$ cat config.mk
export PLATFORM = sky130hd
export DESIGN_NAME = multi_rate_tick_task_flags_flat
export DESIGN_NICKNAME = d
export VERILOG_FILES = /design/src/hw/rtl/mrtf_pkg.sv /design/src/hw/rtl/mrtf_cmd_if.sv /design/src/hw/rtl/mrtf_rsp_if.sv /design/src/hw/rtl/mrtf_core.sv /design/src/hw/rtl/multi_rate_tick_task_flags.sv /design/src/flat_wrapper.sv
export SDC_FILE = /design/constraint.sdc
export NUM_CORES = 1
export LEC_CHECK = 0
export ABC_AREA = 1
export BUFFER_PORTS_ARGS = -buffer_cell sky130_fd_sc_hd__buf_2
export CORE_MARGIN = 2
export CORE_UTILIZATION = 57
export DETAILED_ROUTE_END_ITERATION = 8
export GPL_TIMING_DRIVEN = 0
export PLACE_DENSITY = 0.84
export RECOVER_POWER = 50
export SLEW_MARGIN = 0
export SYNTH_ARGS = -nofsm -noshare
export SYNTH_HDL_FRONTEND = slang
export SYNTH_HIERARCHICAL = 1
export SYNTH_SLANG_ARGS = --single-unit
export TNS_END_PERCENT = 1
$ cat constraint.sdc
create_clock -name clk -period 2.1 [get_ports clk]
set_input_delay 0.315 -clock clk [delete_from_list [all_inputs] [get_ports clk]]
set_output_delay 0.315 -clock clk [all_outputs]
set_load 0.02 [all_outputs]
$ cat src/hw/rtl/mrtf_pkg.sv
// ----------------------------------------------------------------------------
// Tick task flags package
// Widths, request codes, reset periods and shared structs.
// ----------------------------------------------------------------------------
package mrtf_pkg;

	localparam int CHANNELS     = 8;
	localparam int CH_W         = 3;
	localparam int PERIOD_W     = 8;
	localparam int OP_W         = 2;
	localparam int IDX_W        = 4;
	localparam int CFG_IDX_W    = 4;
	localparam int TASK_COUNT_DEFAULT = 8;

	// request codes; code 3 does nothing
	typedef enum logic [OP_W-1:0] {
		OP_TICK  = 2'd0,
		OP_QUERY = 2'd1,
		OP_CLEAR = 2'd2
	} op_t;

	// period registers after reset, also the counters' reset values
	localparam logic [PERIOD_W-1:0] PERIOD_RESET [CHANNELS] = '{
		8'd2, 8'd5, 8'd10, 8'd20, 8'd30, 8'd50, 8'd208, 8'd208
	};

	// request entering the flag core
	typedef struct packed {
		logic            valid;
		logic [OP_W-1:0] op;
		logic [IDX_W-1:0] task_index;
	} cmd_t;

	// configuration write
	typedef struct packed {
		logic                 en;
		logic [CFG_IDX_W-1:0] index;
		logic [PERIOD_W-1:0]  data;
	} cfg_wr_t;

	// result of one request
	typedef struct packed {
		logic                run_flag;
		logic [CHANNELS-1:0] pending_mask;
	} rsp_t;

endpackage

$ cat src/hw/rtl/mrtf_cmd_if.sv
// ----------------------------------------------------------------------------
// Request channel
// Valid/ready channel carrying op and task_index.
// ----------------------------------------------------------------------------
interface mrtf_cmd_if;
	logic                        valid;
	logic                        ready;
	logic [mrtf_pkg::OP_W-1:0]   op;
	logic [mrtf_pkg::IDX_W-1:0]  task_index;

	modport source (output valid, output op, output task_index, input ready);
	modport sink   (input valid, input op, input task_index, output ready);
endinterface

$ cat src/hw/rtl/mrtf_rsp_if.sv
// ----------------------------------------------------------------------------
// Response channel
// Valid/ready channel carrying run_flag and pending_mask.
// ----------------------------------------------------------------------------
interface mrtf_rsp_if;
	logic                           valid;
	logic                           ready;
	logic                           run_flag;
	logic [mrtf_pkg::CHANNELS-1:0]  pending_mask;

	modport source (output valid, output run_flag, output pending_mask, input ready);
	modport sink   (input valid, input run_flag, input pending_mask, output ready);
endinterface

$ cat src/hw/rtl/mrtf_core.sv
// ----------------------------------------------------------------------------
// Tick task flag core
// Period registers, down-counters and pending flags; executes one request.
// ----------------------------------------------------------------------------
module mrtf_core #(
	parameter int TASK_COUNT = mrtf_pkg::TASK_COUNT_DEFAULT
) (
	input  logic              clk,
	input  logic              arst_n,
	input  mrtf_pkg::cfg_wr_t cfg,
	input  mrtf_pkg::cmd_t    cmd,
	output mrtf_pkg::rsp_t    rsp
);

	localparam int CH = mrtf_pkg::CHANNELS;
	localparam int PW = mrtf_pkg::PERIOD_W;
	localparam int IW = mrtf_pkg::IDX_W;
	localparam logic [CH-1:0] ACTIVE_MASK = CH'((64'd1 << TASK_COUNT) - 64'd1);
	localparam logic [IW-1:0] TASK_LIMIT  = IW'(TASK_COUNT);

	logic [PW-1:0] period_q [CH];
	logic [PW-1:0] cnt_q    [CH];
	logic [CH-1:0] flag_q;
	logic [CH-1:0] flag_d;
	logic [CH-1:0] cfg_hit;
	logic [PW-1:0] period_wr;
	logic          idx_ok;
	logic          do_tick;
	logic          do_query;
	logic          do_clear;
	logic [mrtf_pkg::CH_W-1:0] sel;

	// request decode
	assign idx_ok   = cmd.task_index < TASK_LIMIT;
	assign sel      = cmd.task_index[mrtf_pkg::CH_W-1:0];
	assign do_tick  = cmd.valid && (cmd.op == mrtf_pkg::OP_TICK);
	assign do_query = cmd.valid && (cmd.op == mrtf_pkg::OP_QUERY) && idx_ok;
	assign do_clear = cmd.valid && (cmd.op == mrtf_pkg::OP_CLEAR) && idx_ok;

	// config write: zero period is stored as one
	assign period_wr = (cfg.data == '0) ? PW'(1) : cfg.data;
	always_comb begin
		for (int i = 0; i < CH; i++) begin
			cfg_hit[i] = cfg.en && (cfg.index == mrtf_pkg::CFG_IDX_W'(i));
		end
	end

	// next pending flags: expiring counters set, clear drops one
	always_comb begin
		flag_d = flag_q;
		if (do_tick) begin
			for (int i = 0; i < CH; i++) begin
				if (ACTIVE_MASK[i] && (cnt_q[i] == PW'(1))) begin
					flag_d[i] = 1'b1;
				end
			end
		end
		if (do_clear) begin
			flag_d[sel] = 1'b0;
		end
	end

	// result: queried flag before the step, mask after it
	assign rsp.run_flag     = do_query ? flag_q[sel] : 1'b0;
	assign rsp.pending_mask = flag_d & ACTIVE_MASK;

	// counters and periods
	always_ff @(posedge clk or negedge arst_n) begin
		if (!arst_n) begin
			for (int i = 0; i < CH; i++) begin
				period_q[i] <= mrtf_pkg::PERIOD_RESET[i];
				cnt_q[i]    <= mrtf_pkg::PERIOD_RESET[i];
			end
			flag_q <= '0;
		end else begin
			for (int i = 0; i < CH; i++) begin
				if (cfg_hit[i]) begin
					period_q[i] <= period_wr;
					cnt_q[i]    <= period_wr;
				end else if (do_tick && ACTIVE_MASK[i]) begin
					cnt_q[i] <= (cnt_q[i] == PW'(1)) ? period_q[i] : cnt_q[i] - PW'(1);
				end
			end
			flag_q <= flag_d;
		end
	end

endmodule

$ cat src/hw/rtl/multi_rate_tick_task_flags.sv
// A request is held in the input register; its result is held in the output register.
// Throughput: one request per cycle while results are taken, the input register refilling.
// The output register decouples the sides, so a waiting result does not stall the next intake
// until the input register is also full.
// Reset (arst_n low): periods and counters load their reset periods, flags and valids clear.
module multi_rate_tick_task_flags #(
	parameter int TASK_COUNT = mrtf_pkg::TASK_COUNT_DEFAULT
) (
	input  logic                             clk,
	input  logic                             arst_n,
	input  logic                             cfg_wr_en,
	input  logic [mrtf_pkg::CFG_IDX_W-1:0]   cfg_index,
	input  logic [mrtf_pkg::PERIOD_W-1:0]    cfg_data,
	mrtf_cmd_if.sink                         cmd,
	mrtf_rsp_if.source                       rsp
);

	logic                         valid_s1;
	logic [mrtf_pkg::OP_W-1:0]    op_s1;
	logic [mrtf_pkg::IDX_W-1:0]   idx_s1;
	logic                         valid_s2;
	mrtf_pkg::rsp_t               rsp_s2;
	logic                         advance;
	mrtf_pkg::cmd_t               core_cmd;
	mrtf_pkg::cfg_wr_t            core_cfg;
	mrtf_pkg::rsp_t               core_rsp;

	// flow control: stage 1 moves when the output register is free or drained
	assign advance   = !valid_s2 || rsp.ready;
	assign cmd.ready = !valid_s1 || advance;

	// input register
	always_ff @(posedge clk or negedge arst_n) begin
		if (!arst_n) begin
			valid_s1 <= 1'b0;
		end else if (cmd.ready) begin
			valid_s1 <= cmd.valid;
		end
	end

	always_ff @(posedge clk) begin
		if (cmd.ready && cmd.valid) begin
			op_s1  <= cmd.op;
			idx_s1 <= cmd.task_index;
		end
	end

	// core executes the request as it leaves stage 1
	assign core_cmd = '{valid: valid_s1 && advance, op: op_s1, task_index: idx_s1};
	assign core_cfg = '{en: cfg_wr_en, index: cfg_index, data: cfg_data};

	mrtf_core #(
		.TASK_COUNT (TASK_COUNT)
	) u_core (
		.clk    (clk),
		.arst_n (arst_n),
		.cfg    (core_cfg),
		.cmd    (core_cmd),
		.rsp    (core_rsp)
	);

	// output register
	always_ff @(posedge clk or negedge arst_n) begin
		if (!arst_n) begin
			valid_s2 <= 1'b0;
		end else if (advance) begin
			valid_s2 <= valid_s1;
		end
	end

	always_ff @(posedge clk) begin
		if (advance && valid_s1) begin
			rsp_s2 <= core_rsp;
		end
	end

	assign rsp.valid        = valid_s2;
	assign rsp.run_flag     = rsp_s2.run_flag;
	assign rsp.pending_mask = rsp_s2.pending_mask;

endmodule

$ cat src/flat_wrapper.sv
// flat-port wrapper written by rule: the top's interface ports become plain ports
module multi_rate_tick_task_flags_flat 
#(
	parameter int TASK_COUNT = mrtf_pkg::TASK_COUNT_DEFAULT
)
  (clk, arst_n, cfg_wr_en, cfg_index, cfg_data, cmd_valid, cmd_op, cmd_task_index, cmd_ready, rsp_valid, rsp_run_flag, rsp_pending_mask, rsp_ready);
  mrtf_cmd_if cmd_i ();
  mrtf_rsp_if rsp_i ();
  input  logic clk;
  input  logic arst_n;
  input  logic cfg_wr_en;
  input  logic [mrtf_pkg::CFG_IDX_W-1:0] cfg_index;
  input  logic [mrtf_pkg::PERIOD_W-1:0] cfg_data;
  input wire logic [$bits(cmd_i.valid)-1:0] cmd_valid;
  input wire logic [$bits(cmd_i.op)-1:0] cmd_op;
  input wire logic [$bits(cmd_i.task_index)-1:0] cmd_task_index;
  output wire logic [$bits(cmd_i.ready)-1:0] cmd_ready;
  output wire logic [$bits(rsp_i.valid)-1:0] rsp_valid;
  output wire logic [$bits(rsp_i.run_flag)-1:0] rsp_run_flag;
  output wire logic [$bits(rsp_i.pending_mask)-1:0] rsp_pending_mask;
  input wire logic [$bits(rsp_i.ready)-1:0] rsp_ready;
  assign cmd_i.valid = cmd_valid;
  assign cmd_i.op = cmd_op;
  assign cmd_i.task_index = cmd_task_index;
  assign cmd_ready = cmd_i.ready;
  assign rsp_valid = rsp_i.valid;
  assign rsp_run_flag = rsp_i.run_flag;
  assign rsp_pending_mask = rsp_i.pending_mask;
  assign rsp_i.ready = rsp_ready;
  multi_rate_tick_task_flags #(.TASK_COUNT(TASK_COUNT)) u_core (.clk(clk), .arst_n(arst_n), .cfg_wr_en(cfg_wr_en), .cfg_index(cfg_index), .cfg_data(cfg_data), .cmd(cmd_i), .rsp(rsp_i));
endmodule
==> reports/qor.csv, run 1 <==
metric,value,unit
synth_top_area_cell,dfrtp_1,
numCtsBuffers,17,
post_drt_wl_per_cell,15.3,µm
r2r-start,u_core/rsp.valid,
worstPathArrival,2.17,ns
period_needed,1.96,ns
grt_use_met3,5.68,%
drtIter0Drc,803,
design_area,0.00962,mm²
skew,0.00945,ns
placed_cell_area,0.00919,mm²
die_y,128,µm
max_cap_viol_count,0,
grt_use_met1,37.2,%
syn_avg_cell_area,7.29,µm²
ys.flop_type,dfrtp_1,
worstHoldStart,cmd_task_index[1],
power_leakage,5.04,nW
syn_nets,1244,
reg2reg_slack,0.14,ns
cts_max_level,4,
final_nets,1292,
gp_congestion,0.888,
busiest_layer,met2,
cts_max_path_buffers,2,
ant_nets,0,
port_buffers,26,
antenna_found_initial,0,
fmax,510,MHz
cts_tree,built,
hold-path-cell-count,1,
synthCells,1205,
root_buffer,clkbuf_16,
power.density,1320,mW/mm²
status,"complete, no violations",
cts_sinks,153,
drt-pass1-iter-count,6,
grt_pass1_wl,35900,µm
yosysSeqAreaShare,45.0,%
grt_max_degree,83,
r2r_cells,6,
critPathLaunchType,flop,
vias,7964,
ys_types,34,
async_flop_share,90.2,%
ys_ff_latch,153,
slew_headroom,33.2,%
synth_top_area_share,27.9,%
die_w,128,µm
final_util,63.5,%
required,2.32,ns
core,0.0151,mm²
critPathCaptureType,flop,
track_usage,28.0,%
criticalPathCategory,flop to flop,
grt.met2_usage,45.5,%
finalHoldViolCount,0,
antenna_cells,0,
ir_drop,0.000841,V
synth_edf_count,15,
routed_wl,22200,µm
hp-class,input port to flop,
power,0.0127,W
layout-drive-gt1-share,9.48,%
slew_viol_final,0,
ys.warnings.count,6,
grt_overflow,0,
grt_setup_unrepaired,no,
fin_hold_ws,0.0639,ns
viasPerCell,5.48,
dp_hpwl,14300,µm
area_delta_synth_final,9.53,%
clk_latency,0.43,ns
drc,0,
io_pins,34,
syn_area,0.00879,mm²
dieArea,0.0164,mm²
finalSetupViolations,0,
min_to,u_core/idx_s1[1],
start_util,58.0,%
period_share,93.3,%
r2r_end,u_core/rsp.pending_mask[5],
fp-row-count,45,
crit_fanout,10,
clk_pin_slew,0.06,ns
synthTopCellsByArea,"dfrtp_1 (28%), nand2_1 (16%), dfstp_2 (12%), nand3_1 (9.9%), inv_1 (9.2%)",
grt_pass1_vias,7553,
tightest_slew,0.999,ns
-- synthesized netlist by cell type, types with 2 or more instances --
cell and count:
clkinv_1 3, o211ai_1 2, a31oi_1 3, nor2_4 6
inv_2 7, dfstp_2 40, nor2_8 4, nor2_1 74
nand3_4 2, buf_2 4, nand3_1 173, ha_1 16
a21oi_1 26, inv_1 216, nor3_1 5, xnor2_1 6
edfxtp_1 15, clkbuf_1 8, o21ai_2 2, nand2_1 365
nand2_2 3, dfrtp_1 98, nand2_4 3, buf_6 6
nand4_1 6, o21ai_0 96, buf_4 2, nor2_2 8
-- report_power, final --
part	internal (W)	switching [W]	leakage, nW
Sequential	0.00416	0.000790	1.77
Clock	0.00186	0.00118	0.281
Combinational	0.00166	0.00308	2.98
Total	0.00769	0.00505	5.04
-- through the flow --
step                instances  setup TNS (ns)  worst slack (ns)
global route             1454               0            0.0562
finish                   1454               0             0.141
floorplan                1205               0             0.194
detailed placement       1420          -21.14            -0.557
global placement         1419         -148.48             -1.20
CTS                      1454               0             0.157
-- per-layer routing --
layer / part of all wire, % / vias to the layer above
met1: 42 / 3731
met2: 48 / 333
met4: 2.1 / 0
li1: - / 3862
met5: 0 / -
met3: 7.8 / 38
-- placed cells by master, fill, tap and decap left out, drive strengths merged --
cell	synthesis	layout
bufinv	0	1
nand4	6	6
nand3	176	176
inv	224	224
dfstp	40	40
dfrtp	98	98
xnor2	6	6
ha	16	16
a21oi	26	26
nor3	6	6
dlygate4sd3	0	1
nand2	371	371
clkinv	3	4
a31oi	3	3
nor2	92	92
clkbuf	8	55
buf	14	22
clkinvlp	0	3
edfxtp	15	15
or2	1	1
o211ai	2	2
o21ai	98	98
-- cell type report --
cell class                      instances  area [µm²]
Buffer                                 22         106
Clock buffer                           27         534
Clock inverter                          5        57.6
Fill cell                            1298        5520
Inverter                              227         857
Multi-Input combinational cell        803        3730
Sequential cell                       153        3950
Tap cell                              188         235
Timing Repair Buffer                   29         150
-- cell families (layout without fill, tap and decap cells) --
| kind of cell | Yosys count | in the layout | synth area share (%) |
|---|---|---|---|
| and+or+nand+nor | 652 | 652 | 32.9 |
| buffers and inverters | 249 | 310 | 11.7 |
| DFF | 153 | 153 | 45.0 |
| AOI/OAI and AO/OA | 129 | 129 | 7.53 |
| adders and majority gates | 16 | 16 | 2.28 |
| xor gates and xnor gates | 6 | 6 | 0.598 |
-- how the worst max path moves through the flow --
stage,cells after the start,endpoint,slack [ns],from
2_1_floorplan,6,u_core/rsp.pending_mask[5],0.19,u_core/rsp.valid
3_3_place_gp,1,u_core/valid_s1,-1.20,arst_n
3_5_place_dp,8,u_core/rsp.pending_mask[5],-0.56,rsp_ready
4_1_cts,6,u_core/rsp.pending_mask[5],0.16,u_core/rsp.valid
5_1_grt,5,u_core/rsp.pending_mask[3],0.06,u_core/rsp.valid
6_report,6,u_core/rsp.pending_mask[5],0.14,u_core/rsp.valid
-- critical path: stages (launching register included) --
cell	delay, ns
dfrtp_1	0.43
a21oi_4	0.19
nand3_4	0.27
inv_6	0.24
buf_8	0.17
nand3_1	0.11
a21oi_1	0.32
-- what timing repair did --
item / in CTS / in global routing
setup buffers: 1 / 0
gates resized for setup: 1 / 0
hold buffers: 1 / 0
hold endpoints to repair: 38 / 0
setup endpoints to repair: 80 / 0
-- flip-flops by register name, summed over array words and instances (netlist names) --
signal	cells
u_core/idx_s1	4
u_core/op_s1	2
u_core/rsp.pending_mask	8
u_core/rsp.run_flag	1
u_core/rsp.valid	1
u_core/u_core/cnt_q	64
u_core/u_core/flag_q	8
u_core/u_core/period_q	64
u_core/valid_s1	1
Power figures use the tool's default switching activity.
==> run 2, diff against run 1 <==
Settings changed: SYNTH_HIERARCHICAL 1 to not set.
==> reports/qor.csv, run 2 <==
metric,value,unit,change
ys.flop_type,dfrtp_1,,
numCtsBuffers,17,,unchanged
grt_use_met3,5.68,%,unchanged
dp_hpwl,14400,µm,+0.57%
final_nets,1319,,+2.1%
hold-path-cell-count,1,,unchanged
gp_congestion,0.901,,+1.5%
grt_overflow,0,,unchanged
cts_max_path_buffers,2,,unchanged
power,0.0126,W,-0.98%
power.density,1300,mW/mm²,-1.4%
fmax,516,MHz,+1.1%
drt-pass1-iter-count,6,,unchanged
skew,0.00726,ns,-0.00220 ns
synth_top_area_cell,dfrtp_1,,
cts_max_level,4,,unchanged
routed_wl,21300,µm,-4.2%
r2r_cells,5,,-1
finalSetupViolations,0,,unchanged
cts_sinks,153,,unchanged
grt_pass1_vias,7516,,-0.49%
grt_pass1_wl,35200,µm,-2.0%
fp-row-count,45,,unchanged
cp_cell_sequence,"inv_1, a21oi_4, nand4_1, o21ai_0, inv_1",,
busiest_layer,met2,,
grt_use_met1,34.7,%,-2.5 points
root_buffer,clkbuf_16,,
io_pins,34,,unchanged
period_share,92.3,%,-1.0 points
dieArea,0.0164,mm²,-0.18%
grt.met2_usage,46.1,%,+0.60 points
viasPerCell,5.38,,-1.8%
r2r_end,u_core.rsp.pending_mask[4],,
antenna_found_initial,0,,unchanged
syn_nets,1273,,+2.3%
grt_setup_unrepaired,no,,
ant_nets,0,,unchanged
critical_path.slowest_cell,dfrtp_1,,
power_leakage,5.02,nW,-0.34%
core,0.0151,mm²,unchanged
die_y,128,µm,about the same
hp-class,input port to flop,,
period_needed,1.94,ns,-0.0216 ns
ys.warnings.count,0,,-6
layout-drive-gt1-share,8.35,%,-1.1 points
drtIter0Drc,686,,-15%
yosysSeqAreaShare,45.1,%,+0.083 points
max_cap_viol_count,0,,unchanged
start_util,57.9,%,-0.11 points
vias,7967,,+0.038%
clk_latency,0.43,ns,about the same
syn_avg_cell_area,7.11,µm²,-2.5%
ys_types,25,,-26%
mostFrequentLayoutCells,"nand2_1 (380), inv_1 (243), nand3_1 (171), o21ai_0 (135), dfrtp_1 (98)",,
finalHoldViolCount,0,,unchanged
cpPeakStageDelay,0.42,ns,about the same
slew_headroom,9.29,%,-24 points
status,"complete, no violations",,
final_common_cell,nand2_1,,
synth_top_area_share,28.0,%,+0.052 points
antenna_cells,0,,unchanged
port_buffers,25,,-3.8%
grt_max_degree,89,,+7.2%
worstHoldStart,cmd_op[1],,
ys_ff_latch,153,,unchanged
criticalPathCategory,flop to flop,,
synthCells,1234,,+2.4%
top_regs,"u_core.u_core.cnt_q (64), u_core.u_core.period_q (64)",,
slew_viol_final,0,,unchanged
synth_edf_count,15,,unchanged
cp_common_cell,inv_1,,
synth_most_common_cell,nand2_1,,
post_drt_wl_per_cell,14.4,µm,-5.9%
clk_pin_slew,0.06,ns,about the same
crit_fanout,11,,+1
yosys-top-cells-count,"nand2_1 (380), inv_1 (243), nand3_1 (170)",,
async_flop_share,90.2,%,unchanged
min_to,u_core.op_s1[1],,
tightest_slew,1.36,ns,+0.362 ns
ir_drop,0.000775,V,-7.8%
fillers,1311,,+1.0%
fin_hold_ws,0.0587,ns,-0.00519 ns
critPathLaunchType,flop,,
r2r-start,u_core.valid_s1,,
track_usage,27.2,%,-0.75 points
area_delta_synth_final,10.2,%,
worstPathArrival,2.11,ns,-0.06 ns
die_w,128,µm,about the same
required,2.28,ns,-0.04 ns
cts_tree,built,,
critPathCaptureType,flop,,
syn_area,0.00877,mm²,-0.19%
post_cts_buffers,0,,-1
synthTopCellsByArea,"dfrtp_1 (28%), nand2_1 (16%), dfstp_2 (12%), inv_1 (10%), nand3_1 (9.7%)",,
reg2reg_slack,0.16,ns,+0.02 ns
drc,0,,unchanged
[run 2: changes by cell type in the layout (fill, tap and decap cells not counted), moves of 4 or more]
cell      previous run  this run
nor2_2               8         4
o21ai_0             98       135
nand3_1            175       171
inv_1              218       243
clkbuf_1            32        24
nand2_1            365       380
o21bai_1             0         4
a21oi_1             25         1
clkbuf_8             5         1
[run 2: worst max-delay path by stage]
stage / cells after the start / to / from / slack, ns
2_1_floorplan: 4 / u_core.rsp.pending_mask[0] / u_core.rsp.valid / 0.12
3_3_place_gp: 1 / u_core.u_core.cnt_q[22] / arst_n / -1.23
3_5_place_dp: 5 / u_core.rsp.pending_mask[4] / u_core.valid_s1 / -0.53
4_1_cts: 5 / u_core.rsp.pending_mask[4] / u_core.valid_s1 / 0.18
5_1_grt: 3 / u_core.u_core.period_q[50] / arst_n / 0.03
6_report: 5 / u_core.rsp.pending_mask[4] / u_core.valid_s1 / 0.16
[run 2: layout make-up]
| class | instances | area [µm²] | share of cell area [%] |
|---|---|---|---|
| plain buffers | 20 | 95.1 | 0.984 |
| clock buffers | 20 | 447 | 4.62 |
| clock inverters | 12 | 125 | 1.29 |
| inverters | 246 | 923 | 9.55 |
| multi-input cells | 815 | 3730 | 38.6 |
| flip-flops and latches | 153 | 3950 | 40.9 |
| well taps | 188 | 235 | 2.43 |
| repair buffers | 27 | 155 | 1.60 |
[run 2: per-stage QoR]
| step | setup TNS, ns | instances | utilization, % | cell area, µm² | setup WS [ns] |
|---|---|---|---|---|---|
| final | 0 | 1481 | 63.8 | 9670 | 0.162 |
| after global routing | 0 | 1481 | 63.8 | 9670 | 0.0315 |
| after CTS | 0 | 1481 | 64.4 | 9760 | 0.175 |
| after detailed placement | -6.22 | 1448 | 60.5 | 9170 | -0.529 |
| after global placement | -140.53 | 1447 | 60.3 | 9130 | -1.23 |
| after floorplan | 0 | 1234 | - | 8770 | 0.116 |
[run 2: power by group]
group	internal, W	leakage [nW]	total [W]	switching, W
Sequential	0.00419	1.76	0.00494	0.000757
Clock	0.00177	0.266	0.00298	0.00121
Combinational	0.00173	3.00	0.00468	0.00295
[run 2: logic make-up (layout without fill, tap and decap cells)]
| kind of cell | after synthesis | count (layout) | synth area share (%) |
|---|---|---|---|
| AOI/OAI and AO/OA | 144 | 144 | 8.33 |
| buffers and inverters | 266 | 325 | 11.9 |
| xor gates and xnor gates | 8 | 8 | 0.799 |
| adders and majority gates | 16 | 16 | 2.28 |
| and+or+nand+nor | 647 | 647 | 31.6 |
| DFF | 153 | 153 | 45.1 |
[run 2: worst max-delay path, delay by kind of cell (launching register included)]
family	cells	cell delay (ns)
AOI/OAI and AO/OA	2	0.67
and+or+nand+nor	1	0.39
buffers and inverters	2	0.19
DFF	1	0.42
[run 2: what timing repair did]
action | 4_1_cts | 5_1_grt
endpoints found under the setup margin | 16 | 0
hold buffers | 1 | 0
resized for setup | 2 | 0
hold endpoints to repair | 34 | 0
[run 2: metal layers]
layer  share of wire (%)  vias to the layer above
li1                    -                     3927
met3                 6.7                       42
met5                   0                        -
met1                  42                     3739
met4                 2.4                        0
met2                  49                      259
==> run 3, diff against run 2 <==
Settings changed: CORE_MARGIN 2 to 10.
==> reports/qor.csv, run 3 (synthesis results as in run 2) <==
metric,value,unit,change
status,"complete, no violations",,
gp_congestion,0.911,,+1.1%
finalHoldViolCount,0,,unchanged
drc,0,,unchanged
dp_hpwl,14600,µm,+1.1%
slew_headroom,39.1,%,+30 points
hp-class,input port to flop,,
critPathLaunchType,flop,,
grt_overflow,0,,unchanged
drt-pass1-iter-count,6,,unchanged
grt_pass1_vias,7571,,+0.73%
final_nets,1319,,unchanged
io_pins,34,,unchanged
path_delay_family,compound AO/OA/AOI/OAI gates,,
track_usage,21.4,%,-5.8 points
power,0.0127,W,+1.0%
critPathCaptureType,flop,,
fp-row-count,45,,unchanged
final_util,63.8,%,about the same
die_y,144,µm,+12%
dieArea,0.0207,mm²,+27%
root_buffer,clkbuf_16,,
ir_drop,0.000654,V,-16%
layout-drive-gt1-share,8.04,%,-0.31 points
ant_nets,0,,unchanged
viasPerCell,5.36,,-0.38%
clk_pin_slew,0.06,ns,about the same
criticalPathCategory,flop to flop,,
max_cap_viol_count,0,,unchanged
routed_wl,21300,µm,+0.32%
antenna_found_initial,0,,unchanged
cts_tree,built,,
cts_sinks,153,,unchanged
path_buf_inv,2,,unchanged
vias,7937,,-0.38%
slew_viol_final,0,,unchanged
port_buffers,25,,unchanged
cpPeakStageDelay,0.40,ns,-0.02 ns
grt_pass1_wl,35900,µm,+2.1%
mostFrequentLayoutCells,"nand2_1 (380), inv_1 (244), nand3_1 (171), o21ai_0 (135), dfrtp_1 (98)",,
crit_fanout,11,,unchanged
clk_latency,0.43,ns,about the same
critical_path.slowest_cell,dfrtp_1,,
power.density,1320,mW/mm²,+1.0%
fin_hold_ws,0.0558,ns,-0.00293 ns
top_regs,"u_core.u_core.cnt_q (64), u_core.u_core.period_q (64)",,
period_needed,1.88,ns,-0.0616 ns
period_share,89.3,%,-2.9 points
cts_max_path_buffers,2,,unchanged
required,2.27,ns,about the same
finalSetupViolations,0,,unchanged
start_util,57.9,%,unchanged
grt_setup_unrepaired,no,,
antenna_cells,0,,unchanged
worstPathArrival,2.05,ns,-0.06 ns
final_common_cell,nand2_1,,
power_leakage,5.03,nW,+0.32%
skew,0.00882,ns,+0.00157 ns
cp_cell_sequence,"inv_1, a21oi_4, nand4_1, o21ai_0, inv_1",,
post_drt_wl_per_cell,14.4,µm,+0.32%
tightest_slew,0.913,ns,-0.448 ns
core,0.0151,mm²,unchanged
fmax,533,MHz,+3.3%
die_w,144,µm,+12%
area_delta_synth_final,10.2,%,about the same
drtIter0Drc,711,,+3.6%
cp_common_cell,inv_1,,
numCtsBuffers,17,,unchanged
grt_max_degree,73,,-18%
cts_max_level,4,,unchanged
==> run 3: layer usage <==
metal / wire length, µm / track usage (%) / up-vias / part of all wire, %
met5: 0 / 0 / - / 0
met4: 437 / 7.63 / 0 / 2.0
met3: 1380 / 3.94 / 46 / 6.5
met2: 10600 / 36.7 / 246 / 50
met1: 8920 / 26.4 / 3709 / 42
li1: - / - / 3936 / -
==> run 3: what timing repair did <==
item	4_1_cts	5_1_grt
hold buffers	1	0
endpoints found under the hold margin	40	0
setup buffers	0	0
setup endpoints to repair	16	0
gates resized for setup	2	0
==> run 3: where the power goes <==
| part | leakage (nW) | internal, W | switching (W) |
|---|---|---|---|
| sequential | 1.76 | 0.00419 | 0.000746 |
| combinational | 2.98 | 0.00172 | 0.00301 |
| clock | 0.293 | 0.00187 | 0.00120 |
==> run 3: metrics by stage <==
| step | TNS [ns] | setup WS, ns | cell area [µm²] | cells |
|---|---|---|---|---|
| after floorplan | 0 | 0.116 | 8770 | 1234 |
| after global placement | -138.80 | -1.22 | 9130 | 1447 |
| after detailed placement | -4.61 | -0.404 | 9170 | 1448 |
| after CTS | 0 | 0.208 | 9770 | 1481 |
| after global routing | 0 | 0.0320 | 9660 | 1481 |
| final | 0 | 0.224 | 9660 | 1481 |
==> run 3: path summary, 6_finish.rpt <==
path,slack [ns],from,to,cells after the start
max in group asynchronous,0.34,arst_n,u_core.u_core.flag_q[1],3
worst max-delay path,0.22,u_core.valid_s1,u_core.rsp.pending_mask[0],5
worst min-delay path,0.06,cmd_task_index[2],u_core.idx_s1[2],1
worst min register to register,0.50,u_core.u_core.period_q[34],u_core.u_core.period_q[34],2
min in group asynchronous,0.43,arst_n,u_core.u_core.period_q[1],2
worst max register to register,0.22,u_core.valid_s1,u_core.rsp.pending_mask[0],5
==> run 3: area by class of cell <==
| type | instances | area (µm²) |
|---|---|---|
| Inverter | 246 | 923 |
| Multi-Input combinational cell | 815 | 3730 |
| Fill cell | 1309 | 5480 |
| Tap cell | 188 | 235 |
| Clock inverter | 8 | 93.8 |
| Clock buffer | 24 | 493 |
| Sequential cell | 153 | 3950 |
| Buffer | 20 | 95.1 |
| Timing Repair Buffer | 27 | 138 |
